## src/rtl/fpha_pkg.sv

```systemverilog
// Shared types, codes and defaults of the fit-policy hole allocator.
package fpha_pkg;

   // Default sizing of the hole row
   localparam int NUM_HOLES_DEF  = 16;
   localparam int SIZE_WIDTH_DEF = 16;

   // Fixed field widths of the ports
   localparam int IDX_FIELD_W = 4;
   localparam int DATA_W      = 16;
   localparam int CSR_DATA_W  = 5;
   localparam int CSR_IDX_W   = 1;
   localparam int COUNT_W     = 5;
   localparam int POLICY_W    = 2;

   // Register indexes of the configuration port
   localparam logic [CSR_IDX_W-1:0] CSR_FIT_POLICY = 1'b0;
   localparam logic [CSR_IDX_W-1:0] CSR_HOLE_COUNT = 1'b1;

   // Operation of an input item
   typedef enum logic [1:0] {
      MODE_LOAD  = 2'd0,
      MODE_CLEAR = 2'd1,
      MODE_PLACE = 2'd2,
      MODE_READ  = 2'd3
   } mode_type;

   // Placement rules; the unused code falls back to first fit
   typedef enum logic [POLICY_W-1:0] {
      FIT_FIRST = 2'd0,
      FIT_BEST  = 2'd1,
      FIT_WORST = 2'd2
   } policy_type;

   // Sequencer states
   typedef enum logic [1:0] {
      ST_IDLE,
      ST_SCAN,
      ST_REPORT
   } state_type;

   // Write operation broadcast to the cells
   typedef enum logic [1:0] {
      CELL_NOP,
      CELL_LOAD,
      CELL_CLEAR,
      CELL_GRANT
   } cell_op_type;

   // Per-cell control from the sequencer
   typedef struct packed {
      cell_op_type           op;
      logic                  sel;
      logic                  in_scope;
      logic                  read_mode;
      logic [POLICY_W-1:0]   policy;
   } cell_ctl_type;

   // Flags of the token that walks the cell row
   typedef struct packed {
      logic valid;
      logic found;
      logic used;
   } tok_flags_type;

   // Input item
   typedef struct packed {
      mode_type                 mode;
      logic [IDX_FIELD_W-1:0]   hole_index;
      logic [DATA_W-1:0]        hole_size;
      logic [DATA_W-1:0]        page_name;
      logic [DATA_W-1:0]        page_size;
   } req_item_type;

   // Result item
   typedef struct packed {
      logic                     placed;
      logic [IDX_FIELD_W-1:0]   chosen_hole;
      logic [DATA_W-1:0]        leftover;
      logic [DATA_W-1:0]        owner_page;
      logic [DATA_W-1:0]        consumed_size;
      logic                     hole_used;
   } rsp_item_type;

endpackage

```

## src/rtl/fpha_stream_if.sv

```systemverilog
// Valid/ready item channel used for requests and responses.
interface fpha_stream_if #(
   parameter type item_type = logic
);
   logic     valid;
   logic     ready;
   item_type payload;

   modport source (output valid, output payload, input ready);
   modport sink   (input valid, input payload, output ready);
endinterface

```

## src/rtl/fit_policy_hole_allocator.sv

```systemverilog
// Top level of the fit-policy hole allocator: sequencer, registers and cell row.
// The holes live in a row of NUM_HOLES cells. A place or read item sends one
// token down the row, one cell per cycle; each cell swaps in its own hole when
// it fits better under the fit_policy rule (or when it is the hole being read),
// so the last cell hands out the answer. A place or read item is launched as a
// token, walks through the row, is caught as it leaves the last cell and is then
// reported. Load and clear items go straight to the report; their writes are
// broadcast to every cell at once, and a load changes only the selected cell. A
// finished result sits in an output register, so the next item is taken while
// it waits. Holes are ranked only among the first hole_count entries; ties go
// to the lower index.
module fit_policy_hole_allocator
   import fpha_pkg::*;
#(
   parameter int NUM_HOLES  = NUM_HOLES_DEF,
   parameter int SIZE_WIDTH = SIZE_WIDTH_DEF
) (
   input  logic                  clock,
   input  logic                  reset,
   fpha_stream_if.sink           req_if,
   fpha_stream_if.source         rsp_if,
   input  logic                  csr_we,
   input  logic [CSR_IDX_W-1:0]  csr_index,
   input  logic [CSR_DATA_W-1:0] csr_wdata
);

   localparam int IDX_W = $clog2(NUM_HOLES);
   localparam int SEL_W = (IDX_W > IDX_FIELD_W) ? IDX_W : IDX_FIELD_W;

   // Configuration registers
   logic [POLICY_W-1:0] policy_ff;
   logic [COUNT_W-1:0]  hole_count_ff;

   // Sequencer
   state_type state_ff, state_in;
   logic      launch_ff;
   logic      req_accept;
   logic      rsp_free;
   logic      report_fire;
   logic      capture;

   // Item held while it is worked on
   mode_type                mode_ff;
   logic [IDX_FIELD_W-1:0]  idx_ff;
   logic [SIZE_WIDTH-1:0]   hsize_ff;
   logic [DATA_W-1:0]       pname_ff;
   logic [SIZE_WIDTH-1:0]   psize_ff;

   // Token taken from the end of the row
   logic                    res_found_ff;
   logic                    res_used_ff;
   logic [IDX_W-1:0]        res_pick_ff;
   logic [SIZE_WIDTH-1:0]   res_best_ff;
   logic [DATA_W-1:0]       res_owner_ff;
   logic [SIZE_WIDTH-1:0]   res_cons_ff;

   // Output register
   logic         rsp_valid_ff;
   rsp_item_type rsp_item_ff, rsp_item_in;

   // Cell row wiring
   tok_flags_type         tok_chain   [NUM_HOLES+1];
   logic [IDX_W-1:0]      pick_chain  [NUM_HOLES+1];
   logic [SIZE_WIDTH-1:0] best_chain  [NUM_HOLES+1];
   logic [DATA_W-1:0]     owner_chain [NUM_HOLES+1];
   logic [SIZE_WIDTH-1:0] cons_chain  [NUM_HOLES+1];
   logic [NUM_HOLES-1:0]  tok_valid_vec;
   cell_op_type           cell_op;
   logic [SEL_W-1:0]      sel_idx;
   logic                  idx_in_range;

   assign req_accept   = req_if.valid && req_if.ready;
   assign rsp_free     = !rsp_valid_ff || rsp_if.ready;
   assign idx_in_range = (32'(idx_ff) < 32'(NUM_HOLES));

   // Take configuration writes
   always_ff @(posedge clock) begin
      if (reset) begin
         policy_ff     <= FIT_FIRST;
         hole_count_ff <= '0;
      end else if (csr_we) begin
         case (csr_index)
            CSR_FIT_POLICY: policy_ff     <= csr_wdata[POLICY_W-1:0];
            CSR_HOLE_COUNT: hole_count_ff <= csr_wdata[COUNT_W-1:0];
            default: begin
            end
         endcase
      end
   end

   // Next state
   always_comb begin
      state_in = state_ff;
      case (state_ff)
         ST_IDLE: begin
            if (req_accept) begin
               if (req_if.payload.mode == MODE_PLACE || req_if.payload.mode == MODE_READ) begin
                  state_in = ST_SCAN;
               end else begin
                  state_in = ST_REPORT;
               end
            end
         end
         ST_SCAN: begin
            if (tok_chain[NUM_HOLES].valid) begin
               state_in = ST_REPORT;
            end
         end
         ST_REPORT: begin
            if (rsp_free) begin
               state_in = ST_IDLE;
            end
         end
         default: state_in = ST_IDLE;
      endcase
   end

   // Sequencer outputs
   always_comb begin
      req_if.ready = (state_ff == ST_IDLE);
      capture      = (state_ff == ST_SCAN) && tok_chain[NUM_HOLES].valid;
      report_fire  = (state_ff == ST_REPORT) && rsp_free;
      cell_op      = CELL_NOP;
      if (report_fire) begin
         case (mode_ff)
            MODE_LOAD:  cell_op = CELL_LOAD;
            MODE_CLEAR: cell_op = CELL_CLEAR;
            MODE_PLACE: cell_op = res_found_ff ? CELL_GRANT : CELL_NOP;
            default:    cell_op = CELL_NOP;
         endcase
      end
      sel_idx = (mode_ff == MODE_PLACE) ? SEL_W'(res_pick_ff) : SEL_W'(idx_ff);
   end

   // Hold state, launch the token once after a place or read is taken
   always_ff @(posedge clock) begin
      if (reset) begin
         state_ff  <= ST_IDLE;
         launch_ff <= 1'b0;
      end else begin
         state_ff  <= state_in;
         launch_ff <= req_accept &&
                      (req_if.payload.mode == MODE_PLACE || req_if.payload.mode == MODE_READ);
      end
   end

   // Latch the accepted item
   always_ff @(posedge clock) begin
      if (req_accept) begin
         mode_ff  <= req_if.payload.mode;
         idx_ff   <= req_if.payload.hole_index;
         hsize_ff <= SIZE_WIDTH'(req_if.payload.hole_size);
         pname_ff <= req_if.payload.page_name;
         psize_ff <= SIZE_WIDTH'(req_if.payload.page_size);
      end
   end

   // Catch the token as it leaves the last cell
   always_ff @(posedge clock) begin
      if (capture) begin
         res_found_ff <= tok_chain[NUM_HOLES].found;
         res_used_ff  <= tok_chain[NUM_HOLES].used;
         res_pick_ff  <= pick_chain[NUM_HOLES];
         res_best_ff  <= best_chain[NUM_HOLES];
         res_owner_ff <= owner_chain[NUM_HOLES];
         res_cons_ff  <= cons_chain[NUM_HOLES];
      end
   end

   // Build the result item
   always_comb begin
      rsp_item_in = '0;
      case (mode_ff)
         MODE_LOAD: begin
            rsp_item_in.chosen_hole = idx_ff;
            if (idx_in_range) begin
               rsp_item_in.leftover = DATA_W'(hsize_ff);
            end
         end
         MODE_PLACE: begin
            if (res_found_ff) begin
               rsp_item_in.placed        = 1'b1;
               rsp_item_in.chosen_hole   = IDX_FIELD_W'(res_pick_ff);
               rsp_item_in.leftover      = DATA_W'(res_best_ff);
               rsp_item_in.owner_page    = pname_ff;
               rsp_item_in.consumed_size = DATA_W'(psize_ff);
               rsp_item_in.hole_used     = 1'b1;
            end
         end
         MODE_READ: begin
            rsp_item_in.chosen_hole = idx_ff;
            if (res_found_ff) begin
               rsp_item_in.leftover      = DATA_W'(res_best_ff);
               rsp_item_in.owner_page    = res_owner_ff;
               rsp_item_in.consumed_size = DATA_W'(res_cons_ff);
               rsp_item_in.hole_used     = res_used_ff;
            end
         end
         default: rsp_item_in = '0;
      endcase
   end

   // Hold the result until taken
   always_ff @(posedge clock) begin
      if (reset) begin
         rsp_valid_ff <= 1'b0;
      end else if (report_fire) begin
         rsp_valid_ff <= 1'b1;
      end else if (rsp_if.ready) begin
         rsp_valid_ff <= 1'b0;
      end
      if (report_fire) begin
         rsp_item_ff <= rsp_item_in;
      end
   end

   assign rsp_if.valid   = rsp_valid_ff;
   assign rsp_if.payload = rsp_item_ff;

   // Feed an empty token into the first cell
   assign tok_chain[0]   = '{valid: launch_ff, found: 1'b0, used: 1'b0};
   assign pick_chain[0]  = '0;
   assign best_chain[0]  = '0;
   assign owner_chain[0] = '0;
   assign cons_chain[0]  = '0;

   // Row of hole cells
   for (genvar j = 0; j < NUM_HOLES; j++) begin : g_cell
      cell_ctl_type ctl;

      always_comb begin
         ctl.op        = cell_op;
         ctl.sel       = (32'(sel_idx) == 32'(j));
         ctl.in_scope  = (32'(hole_count_ff) > 32'(j));
         ctl.read_mode = (mode_ff == MODE_READ);
         ctl.policy    = policy_ff;
      end

      fpha_cell #(
         .NUM_HOLES  (NUM_HOLES),
         .SIZE_WIDTH (SIZE_WIDTH),
         .CELL_INDEX (j)
      ) u_cell (
         .clock     (clock),
         .reset     (reset),
         .ctl       (ctl),
         .wr_size   (hsize_ff),
         .wr_name   (pname_ff),
         .wr_psize  (psize_ff),
         .tok_in    (tok_chain[j]),
         .pick_in   (pick_chain[j]),
         .best_in   (best_chain[j]),
         .owner_in  (owner_chain[j]),
         .cons_in   (cons_chain[j]),
         .tok_out   (tok_chain[j+1]),
         .pick_out  (pick_chain[j+1]),
         .best_out  (best_chain[j+1]),
         .owner_out (owner_chain[j+1]),
         .cons_out  (cons_chain[j+1])
      );

      assign tok_valid_vec[j] = tok_chain[j+1].valid;
   end

   // At most one token walks the row
   a_single_token: assert property (@(posedge clock) disable iff (reset)
      $onehot0(tok_valid_vec))
      else $error("more than one token in the cell row");

   // A token only leaves the row while a scan waits for it
   a_token_in_scan: assert property (@(posedge clock) disable iff (reset)
      tok_chain[NUM_HOLES].valid |-> state_ff == ST_SCAN)
      else $error("token left the row outside a scan");

   // A new result is only loaded from the report state
   a_result_from_report: assert property (@(posedge clock) disable iff (reset)
      $rose(rsp_valid_ff) |-> $past(state_ff == ST_REPORT))
      else $error("result appeared without a report");

   // A blocked report keeps waiting and leaves the held result alone
   a_report_waits: assert property (@(posedge clock) disable iff (reset)
      (state_ff == ST_REPORT && !rsp_free) |=> (state_ff == ST_REPORT && $stable(rsp_item_ff)))
      else $error("report did not wait for the output register");

endmodule

```

## src/rtl/fpha_cell.sv

```systemverilog
// One hole of the allocator: its entry and one stage of the search token.
module fpha_cell
   import fpha_pkg::*;
#(
   parameter int NUM_HOLES  = NUM_HOLES_DEF,
   parameter int SIZE_WIDTH = SIZE_WIDTH_DEF,
   parameter int CELL_INDEX = 0,
   localparam int IDX_W     = $clog2(NUM_HOLES)
) (
   input  logic                  clock,
   input  logic                  reset,
   input  cell_ctl_type          ctl,
   input  logic [SIZE_WIDTH-1:0] wr_size,
   input  logic [DATA_W-1:0]     wr_name,
   input  logic [SIZE_WIDTH-1:0] wr_psize,
   input  tok_flags_type         tok_in,
   input  logic [IDX_W-1:0]      pick_in,
   input  logic [SIZE_WIDTH-1:0] best_in,
   input  logic [DATA_W-1:0]     owner_in,
   input  logic [SIZE_WIDTH-1:0] cons_in,
   output tok_flags_type         tok_out,
   output logic [IDX_W-1:0]      pick_out,
   output logic [SIZE_WIDTH-1:0] best_out,
   output logic [DATA_W-1:0]     owner_out,
   output logic [SIZE_WIDTH-1:0] cons_out
);

   // Entry of this hole
   logic [SIZE_WIDTH-1:0] size_ff;
   logic                  used_ff;
   logic [DATA_W-1:0]     owner_ff;
   logic [SIZE_WIDTH-1:0] cons_ff;

   // Token stage
   tok_flags_type         tok_ff, tok_in_nxt;
   logic [IDX_W-1:0]      pick_ff, pick_in_nxt;
   logic [SIZE_WIDTH-1:0] best_ff, best_in_nxt;
   logic [DATA_W-1:0]     owner_tok_ff, owner_tok_in;
   logic [SIZE_WIDTH-1:0] cons_tok_ff, cons_tok_in;

   logic                  fits;
   logic                  better;
   logic [SIZE_WIDTH-1:0] diff;

   // Judge this hole against the best candidate so far
   always_comb begin
      fits = ctl.in_scope && !used_ff && (size_ff >= wr_psize);
      diff = size_ff - wr_psize;
      case (ctl.policy)
         FIT_BEST:  better = !tok_in.found || (diff < best_in);
         FIT_WORST: better = !tok_in.found || (diff > best_in);
         default:   better = !tok_in.found;
      endcase
   end

   // Pass the token on, replacing its payload on a better hole or a read hit
   always_comb begin
      tok_in_nxt   = tok_in;
      pick_in_nxt  = pick_in;
      best_in_nxt  = best_in;
      owner_tok_in = owner_in;
      cons_tok_in  = cons_in;
      if (ctl.read_mode) begin
         if (ctl.sel) begin
            tok_in_nxt.found = 1'b1;
            tok_in_nxt.used  = used_ff;
            best_in_nxt      = size_ff - cons_ff;
            owner_tok_in     = owner_ff;
            cons_tok_in      = cons_ff;
         end
      end else if (fits && better) begin
         tok_in_nxt.found = 1'b1;
         pick_in_nxt      = IDX_W'(CELL_INDEX);
         best_in_nxt      = diff;
      end
   end

   // Advance the token one cell
   always_ff @(posedge clock) begin
      if (reset) begin
         tok_ff <= '0;
      end else begin
         tok_ff <= tok_in_nxt;
      end
      pick_ff      <= pick_in_nxt;
      best_ff      <= best_in_nxt;
      owner_tok_ff <= owner_tok_in;
      cons_tok_ff  <= cons_tok_in;
   end

   // Apply broadcast writes to the entry
   always_ff @(posedge clock) begin
      if (reset) begin
         used_ff  <= 1'b0;
         owner_ff <= '0;
         cons_ff  <= '0;
      end else begin
         case (ctl.op)
            CELL_LOAD: begin
               if (ctl.sel) begin
                  size_ff  <= wr_size;
                  used_ff  <= 1'b0;
                  owner_ff <= '0;
                  cons_ff  <= '0;
               end
            end
            CELL_CLEAR: begin
               used_ff  <= 1'b0;
               owner_ff <= '0;
               cons_ff  <= '0;
            end
            CELL_GRANT: begin
               if (ctl.sel) begin
                  used_ff  <= 1'b1;
                  owner_ff <= wr_name;
                  cons_ff  <= wr_psize;
               end
            end
            default: begin
            end
         endcase
      end
   end

   assign tok_out   = tok_ff;
   assign pick_out  = pick_ff;
   assign best_out  = best_ff;
   assign owner_out = owner_tok_ff;
   assign cons_out  = cons_tok_ff;

endmodule

```

## src/flat_wrapper.sv

```systemverilog
// flat-port wrapper written by rule: the top's interface ports become plain ports
module fit_policy_hole_allocator_flat import fpha_pkg::*;
#(
   parameter int NUM_HOLES  = NUM_HOLES_DEF,
   parameter int SIZE_WIDTH = SIZE_WIDTH_DEF
)
  (clock, reset, csr_we, csr_index, csr_wdata, req_if_valid, req_if_payload, req_if_ready, rsp_if_valid, rsp_if_payload, rsp_if_ready);
  fpha_stream_if #(.item_type(req_item_type)) req_if_i ();
  fpha_stream_if #(.item_type(rsp_item_type)) rsp_if_i ();
  input  logic clock;
  input  logic reset;
  input  logic csr_we;
  input  logic [CSR_IDX_W-1:0] csr_index;
  input  logic [CSR_DATA_W-1:0] csr_wdata;
  input wire logic [$bits(req_if_i.valid)-1:0] req_if_valid;
  input wire logic [$bits(req_if_i.payload)-1:0] req_if_payload;
  output wire logic [$bits(req_if_i.ready)-1:0] req_if_ready;
  output wire logic [$bits(rsp_if_i.valid)-1:0] rsp_if_valid;
  output wire logic [$bits(rsp_if_i.payload)-1:0] rsp_if_payload;
  input wire logic [$bits(rsp_if_i.ready)-1:0] rsp_if_ready;
  assign req_if_i.valid = req_if_valid;
  assign req_if_i.payload = req_if_payload;
  assign req_if_ready = req_if_i.ready;
  assign rsp_if_valid = rsp_if_i.valid;
  assign rsp_if_payload = rsp_if_i.payload;
  assign rsp_if_i.ready = rsp_if_ready;
  fit_policy_hole_allocator #(.NUM_HOLES(NUM_HOLES), .SIZE_WIDTH(SIZE_WIDTH)) u_core (.clock(clock), .reset(reset), .req_if(req_if_i), .rsp_if(rsp_if_i), .csr_we(csr_we), .csr_index(csr_index), .csr_wdata(csr_wdata));
endmodule
```

## config.mk

```make
export PLATFORM = sky130hd
export DESIGN_NAME = fit_policy_hole_allocator_flat
export DESIGN_NICKNAME = d
export VERILOG_FILES = /design/src/rtl/fpha_pkg.sv /design/src/rtl/fpha_stream_if.sv /design/src/rtl/fit_policy_hole_allocator.sv /design/src/rtl/fpha_cell.sv /design/src/flat_wrapper.sv
export SDC_FILE = /design/constraint.sdc
export NUM_CORES = 2
export LEC_CHECK = 0
export BUFFER_PORTS_ARGS = -buffer_cell sky130_fd_sc_hd__buf_2
export CAP_MARGIN = 0
export CORE_UTILIZATION = 25
export CTS_CLUSTER_SIZE = 10
export DETAILED_ROUTE_END_ITERATION = 12
export PLACE_DENSITY_LB_ADDON = 0.3
export SLEW_MARGIN = 20
export SYNTH_ARGS = -nofsm -noshare
export SYNTH_HDL_FRONTEND = slang
export SYNTH_SLANG_ARGS = --single-unit
```

## constraint.sdc

```tcl
create_clock -name clock -period 16.2 [get_ports clock]
set_input_delay 3.24 -clock clock [delete_from_list [all_inputs] [get_ports clock]]
set_output_delay 3.24 -clock clock [all_outputs]
set_load 0.1 [all_outputs]
```

# ---- Word level (Yosys, flattened, before mapping)
# Cells that the tools add are included.
# Widths: inputs -> output; s select.
dict set report word_totals {
  regBits 1833
  in_bits 65
  output_inout_bits 56
  wordCells 872
}
dict set report classes {
  n_addsub 32
  n_lt_le_gt_ge 62
  eq_ne 62
  mux 358
  bitwise_logic 4
  n_reduce_logical 157
}
# op n
set op_table {}
lappend op_table {{$mux 16} 156}
lappend op_table {{$pmux 16 s3} 32}
lappend op_table {{$sub 16x16->16} 32}
lappend op_table {{$ge 16x16->1} 16}
lappend op_table {{$gt 16x16->1} 15}
lappend op_table {{$lt 16x16->1} 15}
lappend op_table {{$mux 4} 29}
lappend op_table {{$reduce_and 3->1} 33}
lappend op_table {{$mux 1} 82}
lappend op_table {{$ne 2x1->1 const B} 33}
lappend op_table {{$pmux 33 s2} 1}
lappend op_table {{$pmux 20 s3} 1}
lappend op_table {{$mux 54} 1}
lappend op_table {{$logic_and 1x1->1} 51}
lappend op_table {{$mux 49} 1}
lappend op_table {{$pmux 1 s3} 16}
lappend op_table {{$mux 2} 22}
lappend op_table {{$gt 5x4->1 const B} 8}
lappend op_table {{$eq 4x4->1 const B} 8}
lappend op_table {{$logic_not 1->1} 32}
lappend op_table {{$logic_or 1x1->1} 32}
lappend op_table {{$pmux 1 s2} 15}
lappend op_table {{$gt 5x3->1 const B} 4}
lappend op_table {{$eq 2x2->1 const B} 8}
lappend op_table {{other kinds (15)} 32}

# ---- Longest topological paths before layout
dict set report logic_depth {
  depth_word 7
  depth_mapped 23
  ltp_nobuf 21
}

# ---- Modules after synthesis
# From an unflattened synthesis, not the netlist that was laid out.
dict set report unflattened {
  cells_unflattened 10229
  area_unflattened_um2 94539.4
}
# mod n_inst cells_each area_each_um2 seq_area_each_um2
set modules_own_cells {}
lappend modules_own_cells {{fpha_cell (u_core.g_cell[0].u_cell ...)} 4 587 5479.0 2242.2}
lappend modules_own_cells {{fpha_cell (u_core.g_cell[2].u_cell ...)} 3 632 5494.0 2242.2}
lappend modules_own_cells {{fpha_cell (u_core.g_cell[12].u_cell ...)} 2 587 5480.3 2242.2}
lappend modules_own_cells {fit_policy_hole_allocator 1 396 6512.5 5084.9}
lappend modules_own_cells {{fpha_cell (u_core.g_cell[10].u_cell)} 1 642 5739.3 2242.2}
lappend modules_own_cells {{fpha_cell (u_core.g_cell[11].u_cell)} 1 645 5625.4 2242.2}
lappend modules_own_cells {{fpha_cell (u_core.g_cell[3].u_cell)} 1 632 5492.8 2242.2}
lappend modules_own_cells {{fpha_cell (u_core.g_cell[7].u_cell)} 1 632 5491.5 2242.2}
lappend modules_own_cells {{fpha_cell (u_core.g_cell[9].u_cell)} 1 627 5480.3 2242.2}
lappend modules_own_cells {{fpha_cell (u_core.g_cell[6].u_cell)} 1 618 5465.2 2242.2}
lappend modules_own_cells {{fpha_cell (u_core.g_cell[5].u_cell)} 1 619 5373.9 2242.2}

# ---- Least setup slack after synthesis
# No wires, ideal clock.
dict set report synth_timing {
  path_kind {input port to flip-flop}
  startpoint {input port rsp_if_ready}
  endpoint {register u_core.g_cell[10].u_cell.size_ff[0] (enable)}
  setup_time_ps 388
  arrival_ps 5345
  required_time_ps 15812
  slack_ps 10466
  cell_stages 7
  n_path_buf 2
  cell_sequence {nand2b_1 -> nand3_1 -> nor3_1 -> buf_2 -> nand2_1 -> clkbuf_1 -> nor2_1}
}
dict set report synth_via {
  elab_chain_len 5
}
# element line_no
set synth_rtl {}
lappend synth_rtl {{from (decl)} flat_wrapper.sv:20} ;# input wire logic [$bits(rsp_if_i.ready)-1:0] rsp_if_ready;
lappend synth_rtl {{$logic_or 1x1->1} fit_policy_hole_allocator.sv:73} ;# assign rsp_free = !rsp_valid_ff || rsp_if.ready;
lappend synth_rtl {{$logic_and 1x1->1} fit_policy_hole_allocator.sv:122} ;# report_fire = (state_ff == ST_REPORT) && rsp_free;
lappend synth_rtl {{$mux 2} fit_policy_hole_allocator.sv:124} ;# if (report_fire) begin
lappend synth_rtl {{$eq 2x1->1} fpha_cell.sv:98} ;# case (ctl.op)
lappend synth_rtl {{$reduce_and 3->1 (no line)} --}
lappend synth_rtl {{to (signal assigned)} fpha_cell.sv:101} ;# size_ff <= wr_size;
lappend synth_rtl {{to (decl)} fpha_cell.sv:29} ;# logic [SIZE_WIDTH-1:0] size_ff;
# No other way between the ends.
# A chain may end at the register's enable or synchronous reset.

# ---- Worst setup path in the final report
dict set report layout_timing {
  startpoint {register u_core.psize_ff[1]}
  endpoint {register u_core.g_cell[11].u_cell.best_ff[1]}
}
dict set report layout_via {
  elab_chain_len 7
  word_cells_on_any_way 11
  classes_between {add/sub (1); order compare (3); mux (3); reduce/logical (4)}
}
# element line_no
set layout_rtl {}
lappend layout_rtl {{from (decl)} fit_policy_hole_allocator.sv:47} ;# logic [SIZE_WIDTH-1:0] psize_ff;
lappend layout_rtl {{from (signal assigned)} fit_policy_hole_allocator.sv:154} ;# psize_ff <= SIZE_WIDTH'(req_if.payload.page_size);
lappend layout_rtl {{$sub 16x16->16} fpha_cell.sv:48} ;# diff = size_ff - wr_psize;
lappend layout_rtl {{$gt 16x16->1 / $lt 16x16->1 (equally long branches)} {fpha_cell.sv:51, fpha_cell.sv:50}}
lappend layout_rtl {{$logic_or 1x1->1, on equally long branches} {fpha_cell.sv:51, fpha_cell.sv:50}}
lappend layout_rtl {{$pmux 1 s2} fpha_cell.sv:49} ;# case (ctl.policy)
lappend layout_rtl {{$logic_and 1x1->1} fpha_cell.sv:71} ;# end else if (fits && better) begin
lappend layout_rtl {{$mux 16 (*)} fpha_cell.sv:71}
lappend layout_rtl {{$mux 16 (*)} fpha_cell.sv:63} ;# if (ctl.read_mode) begin
lappend layout_rtl {{named net u_core.g_cell[11].u_cell.best_in_nxt[1]} fpha_cell.sv:37} ;# logic [SIZE_WIDTH-1:0] best_ff, best_in_nxt;
lappend layout_rtl {{to (signal assigned)} fpha_cell.sv:86} ;# best_ff <= best_in_nxt;
lappend layout_rtl {{to (decl)} fpha_cell.sv:37}
# The timed path passes the listed nets; every way through them passes the cells marked *.

==> metrics.txt <==
status finished, final reports clean; worst-path fanout max 18; Buf+Inv Stages, Crit Path 4; Port Buffer Count 120; clk sink count ~1,800; core box area 353,000 sq um; CTS-repair resized insts 0; vias per cell between 4 and 5; max-cap viol count 0; clk_lat worst skew 0.89 ns; skew final 0.0466 ns; DRT iter0 DRCs 6,679; DPL Wire Length between 200,000 and 250,000 microns; Synth async-reset ratio 0; pins over their slew limit 0; GRT overflow 0; CP startpoint kind flip-flop; Clk pin slew, worst setup/hold paths 0.06 ns; gr usage total 0.177; Ys Warns 0; DRT antenna net count 0; Seq/Total Area, Yosys 0.458; LEAKAGE ~39 nW; post-synthesis net count 10,960; CTS Hold Bufs 0; Layout Area Growth over Synthesis 14.5%; share of layout cells above drive strength 1 0.0679; FF+latch area 40,700 sq um; mean post-synth cell area approximately 9 sq um; CP max stage delay 0.70 ns; CP Capture Type flip-flop; initial core utilization 0.251; Die X 598 microns; Design Power roughly 11 mW; Vias 72,632; Max-slew headroom 0.194; Slew @ Worst Pin between 1 and 1.5 ns; Syn Inst Count 10,126; CTS tree yes; clock buffer depth 3; count of nets after finishing 11,030; WP data required around 17 ns; Final Hold Vio Count 0; Yosys reg bits ~1,800; first-pass GRT wire length 466,000 microns; drt pass-1 iters 7; PwrDens 109 nW/um^2; fill count between 30,000 and 40,000; Setup TNS 0 ns; RSZ-0062 raised after global routing false; DR DRC count 0; DP Cell Count 14,715; Setup violations, final 0; most common cell after layout, fill and taps aside nor2_1; most frequent cells in the layout nor2_1 (1,488), dfxtp_1 (1,404), nand2_1 (1,349), a21oi_1 (1,017), ha_1 (737); HP Class reg2reg; Critical-path top delay cell o211ai_2; Routed WL 326,000 microns; Final Non-Filler Cells 15,120; routed len/inst 21.6 microns; Num CTS Buffers 209; Final Util 0.288; Tcrit/Tclk final 0.423; Peak Freq 146 MHz; routability cong. 0.898; R2R setup slack between 9 and 10 ns; area of the multi-input gates ~44,000 sq um; IO Pins 121; critical path cell sequence buf_4, inv_2, buf_4, ha_1, nor2b_1, o21ai_0, a21oi_1, o41ai_2, a311o_1, o21bai_1, a21oi_1, xnor2_1, ha_1, nand4_1, nor2_1, and2_1, a211oi_1, mux2i_1, o211ai_2, inv_1, nor2_1, a221oi_1; Root Driver clkbuf_16; Die Area 357,000 sq um; Worst Path Class, Setup reg2reg; EDFF count, synth 418; setup bufs post-CTS 0; H-tree depth 4; Worst Path Arrival ~7.6 ns; vias in the first global route 67,644; peak supply drop around 130 uV; Crit path max-delay family compound AO/OA/AOI/OAI gates; post-layout min period 6.85 ns; initial antenna violation count 43; number of core rows 218; Syn Std Cell Area 88,700 sq um; Main synth FF type dfxtp_1; Die Y 598 microns; Synth cell types 93; largest net degree at the start of global routing 80
[sequential cells by signal (all words and copies together) (netlist names), 48 cells and up]
register,flops
u_core.rsp_if.payload,54
u_core.g_cell.u_cell.cons_ff,256
u_core.g_cell.u_cell.owner_out,256
u_core.g_cell.u_cell.tok_out,48
u_core.g_cell.u_cell.size_ff,256
u_core.g_cell.u_cell.cons_out,256
u_core.g_cell.u_cell.owner_ff,256
u_core.g_cell.u_cell.pick_out,49
u_core.g_cell.u_cell.best_out,256
[synth_stat cells, drive strengths merged (33+ instances only)]
master,number,area [sq um]
o211ai,36,275
o31a,39,342
o21a,114,856
a21o,140,1050
mux2i,49,490
ha,737,9220
xnor2,269,2360
nor2b,118,738
xor2,115,1010
a21oi,1034,5180
o221a,33,372
clkbuf,300,1130
and3,51,319
a211oi,45,348
dfxtp,1404,28100
nand3,103,515
nor2,1509,5670
edfxtp,418,12600
a221oi,39,354
buf,119,515
a221o,33,330
nand2b,110,688
o22ai,97,607
o31ai,35,263
a31oi,81,507
o21ai,481,2410
nand4,67,419
inv,614,2300
nor3,119,596
nand2,1370,5140
[tightest hold or removal path, cell delays in order (launching register included)]
cell and delay [ns]:
dfxtp_1 0.30, nand2_1 0.04, nand2_1 0.05
[cells by family (layout without fill, tap and decap cells)]
family	Yosys count	after routing	share of synthesized area
DFF	1822	1822	0.458
xor gates and xnor gates	384	384	0.0379
buffers and inverters	1033	1248	0.0445
muxes	55	55	0.00629
and+or+nand+nor	3602	3602	0.171
AOI/OAI and AO/OA	2461	2461	0.171
other	0	49	0
adders and majority gates	769	769	0.111
[through the flow]
step | area [sq um] | setup slack [ns] | hold WS [ns]
after floorplan | 88700 | 10.47 | 0.386
after global placement | 95100 | 9.45 | 0.385
after detailed placement | 95200 | 9.52 | 0.389
after CTS | 101000 | 9.50 | 0.386
after global routing | 102000 | 8.93 | 0.401
final | 102000 | 9.35 | 0.387
[where the power goes]
group | internal, mW | switching [mW]
clock network | 2.52 | 1.92
logic | 0.553 | 1.01
registers | 4.87 | 0.141
total | 7.95 | 3.07
[path summary, 6_finish.rpt]
path,from,end,cells after the start
worst max-delay path,u_core.psize_ff[1],u_core.g_cell[11].u_cell.best_out[1],22
worst min-delay path,u_core.g_cell[12].u_cell.owner_out[13],u_core.g_cell[13].u_cell.owner_out[13],2
worst max register to register,u_core.psize_ff[1],u_core.g_cell[11].u_cell.best_out[1],22
worst min register to register,u_core.g_cell[12].u_cell.owner_out[13],u_core.g_cell[13].u_cell.owner_out[13],2
[final cells by class]
cell class	instances	share of cell area
clock inverter	22	0.00336
inverter	614	0.0227
antenna	49	0.00121
tap	4730	0.0583
clock buffer	334	0.0585
sequential	1822	0.400
timing repair buffer	278	0.0178
multi-input combinational	7271	0.438
[layer usage]
layer,global-route usage,vias up,routed length (microns)
met2,0.281,2320,145000
met4,0.0566,8,9850
li1,-,35086,-
met1,0.249,34797,151000
met5,0,-,54
met3,0.0194,421,19600
No activity file was read; power rests on OpenSTA's default activity.
